`config.mk`:
```
export PLATFORM = sky130hd
export DESIGN_NAME = p2c_cordic_stage
export DESIGN_NICKNAME = d
export VERILOG_FILES = /design/src/p2c_pkg.sv /design/src/p2c_cordic_stage.sv
export SDC_FILE = /design/constraint.sdc
export NUM_CORES = 1
export LEC_CHECK = 0
export CAP_MARGIN = 0
export CORE_UTILIZATION = 40
export DETAILED_ROUTE_END_ITERATION = 10
export DONT_BUFFER_PORTS = 1
export PLACE_DENSITY = 0.56
export RECOVER_POWER = 50
export SLEW_MARGIN = 10
export SYNTH_ARGS = -nofsm -noshare
export SYNTH_HDL_FRONTEND = slang
export SYNTH_SLANG_ARGS = --single-unit
```
`constraint.sdc`:
```
create_clock -name clock -period 8.7 [get_ports clock]
set_clock_uncertainty 0.15 [all_clocks]
set_input_delay 1.305 -clock clock [delete_from_list [all_inputs] [get_ports clock]]
set_output_delay 1.305 -clock clock [all_outputs]
set_load 0.005 [all_outputs]
```
`src/p2c_pkg.sv`:
```
`default_nettype none

package p2c_pkg;

   // Field widths of one beat
   localparam int ANGLE_IN_W = 16;
   localparam int RADIUS_W   = 24;
   localparam int POS_W      = 32;

   // Internal datapath widths
   localparam int ACC_W  = 32;                  // full turn angle word, 2^31 = pi
   localparam int GAIN_W = 32;
   localparam int PROD_W = RADIUS_W + GAIN_W;   // radius * gain
   localparam int X0_W   = PROD_W - 16;         // start vector after scaling, Q24.16
   localparam int XY_W   = 42;                  // signed CORDIC vector with headroom
   localparam int RND_W  = XY_W - 16;           // vector rounded to Q26.0
   localparam int SUM_W  = POS_W + 2;           // offset sum before clipping

   // CORDIC gain compensation, Q0.32
   localparam logic [GAIN_W-1:0] GAIN_Q32 = 32'h9B74_EDA8;

   // Clipping bounds in the sum width
   localparam logic signed [SUM_W-1:0] SAT_MAX = 34'sh0_7FFF_FFFF;
   localparam logic signed [SUM_W-1:0] SAT_MIN = 34'sh3_8000_0000;
   localparam logic [POS_W-1:0] POS_MAX = 32'h7FFF_FFFF;
   localparam logic [POS_W-1:0] POS_MIN = 32'h8000_0000;

   // Register file
   localparam int CSR_ADDR_W = 3;
   localparam int CSR_DATA_W = 32;
   localparam logic CSR_IDX_AXIS_R = 1'b0;
   localparam logic CSR_IDX_AXIS_Z = 1'b1;

   // atan(2^-i) in units of 2^32 per full turn, rounded to nearest
   function automatic logic [ACC_W-1:0] atan_turn(input int idx);
      logic [ACC_W-1:0] val;
      unique case (idx)
         0:  val = 32'h2000_0000;
         1:  val = 32'h12E4_051E;
         2:  val = 32'h09FB_385B;
         3:  val = 32'h0511_11D4;
         4:  val = 32'h028B_0D43;
         5:  val = 32'h0145_D7E1;
         6:  val = 32'h00A2_F61E;
         7:  val = 32'h0051_7C55;
         8:  val = 32'h0028_BE53;
         9:  val = 32'h0014_5F2F;
         10: val = 32'h000A_2F98;
         11: val = 32'h0005_17CC;
         12: val = 32'h0002_8BE6;
         13: val = 32'h0001_45F3;
         14: val = 32'h0000_A2FA;
         15: val = 32'h0000_517D;
         16: val = 32'h0000_28BE;
         17: val = 32'h0000_145F;
         18: val = 32'h0000_0A30;
         19: val = 32'h0000_0518;
         20: val = 32'h0000_028C;
         21: val = 32'h0000_0146;
         22: val = 32'h0000_00A3;
         23: val = 32'h0000_0051;
         24: val = 32'h0000_0029;
         25: val = 32'h0000_0014;
         26: val = 32'h0000_000A;
         27: val = 32'h0000_0005;
         28: val = 32'h0000_0003;
         29: val = 32'h0000_0001;
         30: val = 32'h0000_0001;
         default: val = 32'h0000_0000;
      endcase
      return val;
   endfunction

endpackage

`default_nettype wire

```
`src/p2c_cordic_stage.sv`:
```
`default_nettype none

module p2c_cordic_stage #(
   parameter int STAGE      = 0,
   parameter int ANGLE_BITS = 16
) (
   input  wire logic                                clock,
   input  wire logic                                reset,
   input  wire logic                                in_valid,
   output logic                                     in_ready,
   input  wire logic signed [p2c_pkg::XY_W-1:0]     in_x,
   input  wire logic signed [p2c_pkg::XY_W-1:0]     in_y,
   input  wire logic [ANGLE_BITS-1:0]               in_z,
   output logic                                     out_valid,
   input  wire logic                                out_ready,
   output logic signed [p2c_pkg::XY_W-1:0]          out_x,
   output logic signed [p2c_pkg::XY_W-1:0]          out_y,
   output logic [ANGLE_BITS-1:0]                    out_z
);

   // Arctangent step rounded half up to the kept angle bits
   localparam logic [p2c_pkg::ACC_W-1:0] ATAN = p2c_pkg::atan_turn(STAGE);
   localparam logic [p2c_pkg::ACC_W:0]   HALF =
      ({{p2c_pkg::ACC_W{1'b0}}, 1'b1} << (p2c_pkg::ACC_W - ANGLE_BITS)) >> 1;
   localparam logic [p2c_pkg::ACC_W:0]   ROUNDED = {1'b0, ATAN} + HALF;
   localparam logic [ANGLE_BITS-1:0]     STEP = ROUNDED[p2c_pkg::ACC_W-1 -: ANGLE_BITS];

   logic                               valid_ff;
   logic signed [p2c_pkg::XY_W-1:0]    x_ff;
   logic signed [p2c_pkg::XY_W-1:0]    y_ff;
   logic [ANGLE_BITS-1:0]              z_ff;

   logic                               advance;
   logic signed [p2c_pkg::XY_W-1:0]    dx;
   logic signed [p2c_pkg::XY_W-1:0]    dy;
   logic signed [p2c_pkg::XY_W-1:0]    x_in;
   logic signed [p2c_pkg::XY_W-1:0]    y_in;
   logic [ANGLE_BITS-1:0]              z_in;

   assign advance  = !valid_ff || out_ready;
   assign in_ready = advance;

   // Rotate towards zero residual angle
   assign dx = in_y >>> STAGE;
   assign dy = in_x >>> STAGE;

   always_comb begin
      if (in_z[ANGLE_BITS-1]) begin
         x_in = in_x + dx;
         y_in = in_y - dy;
         z_in = in_z + STEP;
      end else begin
         x_in = in_x - dx;
         y_in = in_y + dy;
         z_in = in_z - STEP;
      end
   end

   always_ff @(posedge clock) begin
      if (reset) begin
         valid_ff <= 1'b0;
      end else if (advance) begin
         valid_ff <= in_valid;
      end
   end

   always_ff @(posedge clock) begin
      if (advance && in_valid) begin
         x_ff <= x_in;
         y_ff <= y_in;
         z_ff <= z_in;
      end
   end

   assign out_valid = valid_ff;
   assign out_x     = x_ff;
   assign out_y     = y_ff;
   assign out_z     = z_ff;

endmodule

`default_nettype wire

```
==> impl_metrics.csv, run 1 <==
group,metric,value,unit
timing,hold-worst-slack,0.424,ns
synthesis,yosysTopAreaCellShare,0.285,
finish,ff_latch_area,2990,um^2
synthesis,synth_area_leaders,"edfxtp_1 28%, ha_1 17%, a21oi_1 8.3%",
synthesis,postSynthAreaPerCell,8.34,um^2
synthesis,syn-cell-area,10400,um^2
synthesis,synth_common_cells,"174 x a21oi_1, 138 x ha_1, 119 x inv_1",
worst_setup_path,critPathTopFamily,"compound AO/OA/AOI/OAI gates",
clock_network,cts_num_sinks,100,
worst_setup_path,crit_chain,"inv_1, ha_1, clkinv_1, a21oi_1, o31ai_1, a211oi_1, nor2_1, or4_1, a31oi_1, o31a_1, mux2i_1, xnor2_1",
finish,area_growth,5.02,%
synthesis,ys_warn_count,0,
place,dpl.cell_count,1534,
clock_network,clk_pin_slew,0.07,ns
synthesis,ys.flop_type,"edfxtp_1",
finish,diodes,0,
synthesis,yosys.area.top_type,"edfxtp_1",
worst_setup_path,r2r_slack,4.78,ns
worst_setup_path,worst_r2r_path_depth,3,
floorplan,die_h,164,um
place,port-buffer-count,0,
place,gp_congestion,0.939,
floorplan,io_pins,206,
timing,slew_viol_final,41,
clock_network,cts_setup_buffers,0,
place,dp_hpwl,27.5,mm
timing,grt_setup_unrepaired,"no",
grt,grt_pass1_vias,8827,
power_and_ir_drop,peakVddDrop,0.0000781,V
clock_network,cts.path.max_buffers,2,
power_and_ir_drop,p_per_area,154,nW/um^2
synthesis,synthCells,1252,
detailed_routing,finalWirelength,34.7,mm
grt,grt_use_met1,0.355,
worst_setup_path,crit_type,"in -> reg",
worst_setup_path,slowest_delay,0.62,ns
synthesis,synth_nets,1498,
finish,fillerInstances,2641,
clock_network,ctsHoldBuffers,0,
finish,nNetsFinal,1461,
timing,period_needed,4.68,ns
detailed_routing,via_per_inst,5.91,
timing,final-hold-violation-count,0,
synthesis,ys_types,72,
timing,tns,0,ns
grt,antenna_found_initial,0,
worst_setup_path,r2r_end,"out_y[14]",
grt,track_usage,0.256,
finish,multi_input_area,6750,um^2
finish,drive_above_1_share,0.0320,
grt,busiest_layer,"met2",
detailed_routing,detail_route.first_pass.iterations,7,
synthesis,synth.most_common_cell,"a21oi_1",
grt,grt_max_degree,83,
status,status,"finished with violations",
synthesis,synth-async-reset-ratio,0,
synthesis,ys_ff_latch,100,
floorplan,die-area,26800,um^2
worst_setup_path,reg2reg_from,"out_valid",
min_path,min_from,"out_valid",
finish,fin_cells,1550,
clock_network,cts_tree,"done",
worst_setup_path,start_kind,"input port",
grt,grt_pass1_wl,52.0,mm
grt,use_met2,0.404,
synthesis,yosysSeqAreaShare,0.287,
detailed_routing,drt_iter0_drc,870,
min_path,hp-class,"reg -> reg",
timing,setup_violations,0,
grt,grt-ovfl-total,0,
detailed_routing,postRouteAntennaNets,0,
synthesis,synth-edff-count,99,
detailed_routing,via_count,9158,
floorplan,rows,58,
status,violations,"capacitance limit, slew limit",
job,max_cap_viol_count,1,
clock_network,numCtsBuffers,9,
clock_network,cts_resized,0,
power_and_ir_drop,p_leak,4.50,nW
timing,fin_crit_sh,0.538,
worst_setup_path,critPathMaxFanout,12,
detailed_routing,wl_per_cell,22.4,um
min_path,hold_end,"out_valid",
timing,worst_slack,4.02,ns
floorplan,dieWidth,164,um
worst_setup_path,critPathArrivalTime,4.63,ns
timing,worst_pin_slew,2.77,ns
floorplan,initial_core_util,0.411,
timing,maxSlewHeadroom,-0.848,
detailed_routing,post-route-drc-count,0,
grt,grt_util_met3,0.0543,
min_path,whs_path_depth,2,
floorplan,core-area,25400,um^2
clock_network,clk_latency,0.36,ns
clock_network,ctsHtreeMaxLevel,3,
worst_setup_path,required,8.65,ns
timing,fmax,0.214,GHz
worst_setup_path,critPathBufInv,2,
worst_setup_path,crit_path_end_kind,"flip-flop",
place,pre_cts_ws,3.76,ns
clock_network,clockRootBuffer,"clkbuf_16",
worst_setup_path,slowest_stage,"or4_1",
## layout make-up
cell class	count	share of cell area
flip-flops and latches	100	0.273
clock inverters	5	0.00570
repair buffers	6	0.00411
multi-input cells	972	0.615
inverters	126	0.0431
clock buffers	11	0.0212
well taps	330	0.0376
## worst max-delay path by stage
stage          startpoint        end  slack (ns)  depth (start not counted)
6_report         in_x[18]  out_x[35]        4.02                         12
5_1_grt         out_ready  out_x[21]        3.70                          3
4_1_cts           in_x[0]  out_x[34]        4.14                         12
3_5_place_dp     in_x[18]  out_x[35]        3.76                         12
3_3_place_gp      in_x[0]  out_x[34]        3.86                         12
2_1_floorplan   out_ready   out_x[0]        4.32                          2
## worst reg2reg max path, delay by kind of cell (launching register included)
kind,cells,cell delay [ns]
simple gates,2,2.15
buf+inv,1,0.89
flops,1,0.33
## placed cells by master, fill, tap and decap left out, drive strengths merged, types with 4 or more instances in the layout
master	Yosys	routed
nand4	14	14
clkbuf	32	11
o211ai	10	10
o21ai	86	86
a21oi	174	174
xnor2	71	71
inv	122	123
o31ai	15	15
o22ai	6	6
fa	4	4
or3	6	6
and2	7	7
o21a	9	9
nor2b	12	12
o31a	5	5
mux2i	21	21
o21bai	27	27
nand2	72	72
or2	5	5
nand3	12	12
a31oi	8	8
xor2	10	10
a21o	20	20
clkinv	4	5
nor2	117	117
nor3	29	29
a221oi	8	8
a211oi	15	15
nand2b	16	16
nor4	12	12
ha	138	138
edfxtp	99	99
a211o	4	4
a2111oi	5	5
buf	22	6
## metal layers
layer	vias to the layer above	wire, um	share of wire
met2	419	15600	0.45
met3	35	2900	0.084
met1	4345	15800	0.45
met5	-	0	0
li1	4359	-	-
met4	0	516	0.015
## flip-flops by register name, indices dropped and copies added, names as in the netlist
signal     flops
out_y         41
out_x         42
out_z         16
out_valid      1
## kinds of logic after synthesis
kind of cell | count (synthesis) | synth area share
AOI/OAI and AO/OA | 416 | 0.247
DFF | 100 | 0.287
and+or+nand+nor | 312 | 0.138
adders and majority gates | 142 | 0.173
buffers and inverters | 180 | 0.0672
muxes | 21 | 0.0201
xor gates and xnor gates | 81 | 0.0679
## metrics by stage
step	cell area [um^2]	total power [mW]	util
floorplan	10400	1.08	-
global placement	10700	1.25	0.420
detailed placement	10700	1.25	0.420
CTS	11000	1.68	0.432
global route	11000	1.77	0.432
finish	11000	1.68	0.432
## report_power, final
part / switching [mW] / leakage (nW) / internal (mW) / total, mW
clock network: 0.207 / 0.136 / 0.226 / 0.433
registers: 0.0358 / 0.966 / 0.622 / 0.658
logic: 0.389 / 3.40 / 0.205 / 0.594
total: 0.631 / 4.50 / 1.05 / 1.68
(Power assumes the default switching activity.)
==> run 2: changes to the inputs <==
==> constraint.sdc (replaced) <==
create_clock -name clock -period 4.47 [get_ports clock]
set_clock_uncertainty 0.15 [all_clocks]
set_input_delay 0.6705 -clock clock [delete_from_list [all_inputs] [get_ports clock]]
set_output_delay 0.6705 -clock clock [all_outputs]
set_load 0.005 [all_outputs]
==> impl_metrics.csv, run 2 (same netlist as run 1, synthesis figures left out) <==
group,metric,value,unit
clock_network,cts.path.max_buffers,2,
detailed_routing,via_count,9306,
min_path,whs_path_depth,1,
clock_network,clk_pin_slew,0.08,ns
floorplan,die_h,164,um
worst_setup_path,cpMostUsedCell,"nor4_1",
clock_network,cts_num_sinks,100,
power_and_ir_drop,finalPower,3.26,mW
clock_network,cts_tree,"done",
detailed_routing,detail_route.first_pass.iterations,6,
timing,fin_crit_sh,0.868,
grt,grt_pass1_vias,8996,
timing,maxSlewHeadroom,-0.255,
timing,fmax,0.258,GHz
detailed_routing,via_per_inst,5.88,
detailed_routing,wl_per_cell,21.8,um
finish,drive_above_1_share,0.0567,
worst_setup_path,critPathMaxFanout,8,
finish,mostFrequentLayoutCells,"174 x a21oi_1, 138 x ha_1, 119 x inv_1, 117 x nor2_1, 99 x edfxtp_1",
worst_setup_path,slowest_stage,"nor4_1",
worst_setup_path,r2r_end,"out_y[13]",
min_path,hp-class,"in -> reg",
worst_setup_path,start_kind,"input port",
finish,layout_commonest_cell,"a21oi_1",
min_path,min_from,"reset",
job,max_cap_viol_count,2,
place,port-buffer-count,0,
worst_setup_path,crit_chain,"inv_1, ha_1, nor4_1, nand3_1, nor4_1, a21o_1, a2111oi_2, o21ai_1, a211o_1, a31o_1, mux2i_1, xnor2_1",
floorplan,die-area,26800,um^2
clock_network,ctsHoldBuffers,0,
finish,nNetsFinal,1493,
timing,period_needed,3.88,ns
floorplan,core-area,25400,um^2
worst_setup_path,crit_type,"in -> reg",
clock_network,cts_setup_buffers,0,
detailed_routing,post-route-drc-count,0,
worst_setup_path,r2r_slack,1.40,ns
clock_network,clk_latency,0.36,ns
floorplan,rows,58,
finish,diodes,0,
floorplan,initial_core_util,0.411,
worst_setup_path,required,4.44,ns
grt,grt-ovfl-total,0,
clock_network,cts_resized,0,
worst_setup_path,slowest_delay,0.79,ns
timing,slew_viol_final,74,
grt,antenna_found_initial,1,
grt,track_usage,0.254,
power_and_ir_drop,p_leak,4.65,nW
worst_setup_path,crit_path_end_kind,"flip-flop",
clock_network,ctsHtreeMaxLevel,3,
place,gp_congestion,0.932,
status,violations,"capacitance limit, slew limit",
floorplan,dieWidth,164,um
place,dp_hpwl,27.7,mm
worst_setup_path,crit_path_start,"in_x[18]",
worst_setup_path,crit_end,"out_y[37]",
worst_setup_path,critPathArrivalTime,3.85,ns
worst_setup_path,reg2reg_from,"out_valid",
clock_network,clockRootBuffer,"clkbuf_16",
status,status,"finished with violations",
detailed_routing,drt_iter0_drc,877,
power_and_ir_drop,p_per_area,291,nW/um^2
finish,area_growth,7.15,%
timing,final-hold-violation-count,0,
timing,tns,0,ns
finish,largest_reg_flops,42,
grt,grt_max_degree,83,
grt,grt_pass1_wl,51.9,mm
timing,setup_violations,0,
timing,grt_setup_unrepaired,"no",
detailed_routing,finalWirelength,34.4,mm
floorplan,io_pins,206,
clock_network,numCtsBuffers,9,
finish,fillerInstances,2615,
power_and_ir_drop,peakVddDrop,0.000154,V
detailed_routing,postRouteAntennaNets,0,
worst_setup_path,worst_r2r_path_depth,3,
timing,worst_pin_slew,1.88,ns
==> run 2: cell count changes in the layout (fill, tap and decap cells not counted) <==
cell,before,now
inv_8,0,1
clkinv_4,1,2
buf_4,6,38
clkinv_1,4,5
bufinv_16,1,0
clkbuf_1,2,1
clkinvlp_4,2,1
==> run 2: how the worst min path moves through the flow <==
stage | endpoint | slack (ns)
finish | out_valid | 0.22
global route | out_valid | 0.21
CTS | out_valid | 0.21
detailed placement | out_valid | 0.44
global placement | out_valid | 0.41
floorplan | out_valid | 0.37
==> run 2: final cells by class <==
cell class | instances | area [um^2] | area share
inverter | 126 | 473 | 0.0423
clock inverter | 6 | 48.8 | 0.00436
sequential | 100 | 2990 | 0.267
clock buffer | 10 | 229 | 0.0205
tap | 330 | 413 | 0.0369
timing repair buffer | 38 | 285 | 0.0255
multi-input combinational | 972 | 6750 | 0.603
==> run 2: power by group <==
part	internal [mW]	total [mW]	switching, mW
clock network	0.385	0.783	0.398
logic	0.434	1.20	0.763
registers	1.21	1.28	0.0694
total	2.03	3.26	1.23
==> run 2: critical path: cells and delay by family <==
family | cells | cell delay, ns
AO/OA/AOI/OAI | 5 | 1.13
XOR/XNOR | 1 | 0.14
adder cells (fa/ha/maj) | 1 | 0.41
buffers and inverters | 1 | 0.04
multiplexers | 1 | 0.11
AND/OR/NAND/NOR | 3 | 1.33
==> run 2: layer usage <==
| metal | track usage | wire [um] |
|---|---|---|
| met2 | 0.409 | 15600 |
| met4 | 0.0703 | 715 |
| met5 | 0 | 19 |
| met3 | 0.0564 | 2790 |
| met1 | 0.339 | 15300 |
==> run 2: through the flow <==
stage / util / cells / worst slack (ns) / area (um^2) / hold slack [ns]
after detailed placement: 0.430 / 1566 / 0.351 / 10900 / 0.437
after CTS: 0.441 / 1582 / 0.709 / 11200 / 0.210
after global routing: 0.441 / 1582 / 0.415 / 11200 / 0.209
after floorplan: - / 1252 / 0.722 / 10400 / 0.372
final: 0.441 / 1582 / 0.589 / 11200 / 0.216
after global placement: 0.430 / 1566 / 0.292 / 10900 / 0.410
==> run 3: changes to the inputs <==
--- a/config.mk
+++ b/config.mk
@@ -5,11 +5,12 @@
 export SDC_FILE = /design/constraint.sdc
 export NUM_CORES = 1
 export LEC_CHECK = 0
+export BUFFER_PORTS_ARGS = -buffer_cell sky130_fd_sc_hd__buf_2
 export CAP_MARGIN = 0
 export CORE_UTILIZATION = 40
+export CTS_CLUSTER_DIAMETER = 80
 export DETAILED_ROUTE_END_ITERATION = 10
-export DONT_BUFFER_PORTS = 1
-export PLACE_DENSITY = 0.56
+export PLACE_DENSITY = 0.63
 export RECOVER_POWER = 50
 export SLEW_MARGIN = 10
 export SYNTH_ARGS = -nofsm -noshare
==> impl_metrics.csv, run 3 (same netlist as run 1, synthesis figures left out) <==
group,metric,value,unit
status,status,"finished with violations",
status,violations,"capacitance limit, slew limit",
clock_network,cts.path.max_buffers,2,
timing,grt_setup_unrepaired,"no",
worst_setup_path,cpMostUsedCell,"a21oi_1",
clock_network,numCtsBuffers,9,
clock_network,clk_pin_slew,0.08,ns
detailed_routing,wl_per_cell,19.6,um
power_and_ir_drop,peakVddDrop,0.000212,V
worst_setup_path,critPathBufInv,2,
job,max_cap_viol_count,2,
detailed_routing,detail_route.first_pass.iterations,7,
clock_network,cts_num_sinks,100,
worst_setup_path,crit_chain,"clkbuf_1, ha_1, fa_1, nor2b_1, o211ai_1, a311oi_2, a311oi_1, o31ai_2, a21oi_1, buf_4, o31ai_1, nor2_1, a21oi_1, xnor2_1",
worst_setup_path,crit_end,"out_y[24]",
power_and_ir_drop,p_per_area,286,nW/um^2
timing,worst_pin_slew,1.86,ns
detailed_routing,drt_iter0_drc,889,
place,port-buffer-count,205,
worst_setup_path,critPathTopFamily,"compound AO/OA/AOI/OAI gates",
detailed_routing,via_count,10100,
timing,period_needed,4.02,ns
place,gp_congestion,0.942,
worst_setup_path,crit_path_end_kind,"flip-flop",
power_and_ir_drop,finalPower,3.51,mW
clock_network,clk_latency,0.36,ns
grt,grt-ovfl-total,0,
place,dpl.cell_count,1782,
finish,largest_reg_flops,42,
detailed_routing,finalWirelength,35.3,mm
timing,maxSlewHeadroom,-0.242,
timing,setup_violations,0,
clock_network,clockRootBuffer,"clkbuf_16",
worst_setup_path,critPathArrivalTime,3.96,ns
worst_setup_path,reg2reg_from,"out_valid",
timing,final-hold-violation-count,0,
place,dp_hpwl,28.6,mm
worst_setup_path,r2r_slack,1.47,ns
detailed_routing,postRouteAntennaNets,0,
worst_setup_path,crit_path_start,"in_x[0]",
finish,fin_cells,1798,
timing,fin_crit_sh,0.899,
finish,drive_above_1_share,0.148,
grt,antenna_found_initial,0,
finish,mostFrequentLayoutCells,"174 x a21oi_1, 138 x ha_1, 134 x buf_2, 119 x inv_1, 117 x nor2_1",
grt,grt_pass1_wl,53.6,mm
worst_setup_path,r2r_end,"out_y[26]",
finish,nNetsFinal,1709,
worst_setup_path,crit_type,"in -> reg",
detailed_routing,post-route-drc-count,0,
worst_setup_path,start_kind,"input port",
worst_setup_path,critPathMaxFanout,5,
floorplan,io_pins,206,
timing,slew_viol_final,112,
worst_setup_path,slowest_delay,0.68,ns
timing,tns,0,ns
worst_setup_path,slowest_stage,"a311oi_1",
floorplan,die_h,164,um
floorplan,core-area,25400,um^2
worst_setup_path,crit_cells,14,
power_and_ir_drop,p_leak,5.33,nW
clock_network,ctsHoldBuffers,0,
clock_network,cts_resized,0,
grt,grt_max_degree,82,
clock_network,cts_setup_buffers,0,
min_path,hp-class,"in -> reg",
floorplan,die-area,26800,um^2
worst_setup_path,required,4.41,ns
worst_setup_path,worst_r2r_path_depth,3,
clock_network,ctsHtreeMaxLevel,3,
grt,track_usage,0.259,
floorplan,initial_core_util,0.411,
floorplan,rows,58,
finish,area_growth,17.2,%
clock_network,cts_tree,"done",
finish,layout_commonest_cell,"a21oi_1",
detailed_routing,via_per_inst,5.63,
timing,fmax,0.249,GHz
grt,grt_pass1_vias,9689,
finish,diodes,0,
floorplan,dieWidth,164,um
-- run 3: cell types whose count changed in the layout (fill, tap and decap cells not counted), sizes merged --
cell	before	now
buf	38	182
clkbuf	10	83
clkinv	7	4
bufinv	0	1
inv	124	125
-- run 3: layout make-up --
type,count,area (um^2)
fill,2612,13200
timing repair buffer,254,1300
inverter,126,473
clock buffer,11,243
sequential,100,2990
clock inverter,5,66.3
tap,330,413
multi-input combinational,972,6750
-- run 3: metal layers --
layer  GRT usage  vias up  part of all wire
met5           0        -                 0
met3      0.0363       54             0.069
met2       0.415      433              0.44
li1            -     4852                 -
met4      0.0774        0             0.023
met1       0.360     4779              0.46
-- run 3: worst min path at each step --
| stage | start | endpoint | slack [ns] | depth (start not counted) |
|---|---|---|---|---|
| finish | in_z[11] | out_z[11] | 0.33 | 1 |
| detailed placement | out_valid | out_valid | 0.39 | 2 |
| global route | in_z[10] | out_z[10] | 0.33 | 1 |
| CTS | in_z[11] | out_z[11] | 0.33 | 1 |
| global placement | out_valid | out_valid | 0.36 | 2 |
| floorplan | out_valid | out_valid | 0.37 | 2 |
-- run 3: worst register-to-register path, cell delays in order, from the launching register on --
cell and delay (ns):
dfxtp_1 0.32, nand2b_1 0.10, and2_0 1.39, buf_4 0.65
-- run 3: per-stage QoR --
| stage | setup WS, ns | hold slack [ns] | util | cell area [um^2] |
|---|---|---|---|---|
| after floorplan | 0.722 | 0.372 | - | 10400 |
| after global placement | 0.228 | 0.359 | 0.473 | 12000 |
| after detailed placement | 0.165 | 0.388 | 0.473 | 12000 |
| after CTS | 0.526 | 0.329 | 0.486 | 12300 |
| after global routing | 0.252 | 0.332 | 0.482 | 12200 |
| final | 0.453 | 0.333 | 0.482 | 12200 |
-- run 3: report_power, final --
| group | switching, mW | internal (mW) | total, mW |
|---|---|---|---|
| combinational | 0.879 | 0.531 | 1.41 |
| sequential | 0.0349 | 1.20 | 1.24 |
| clock | 0.398 | 0.459 | 0.857 |
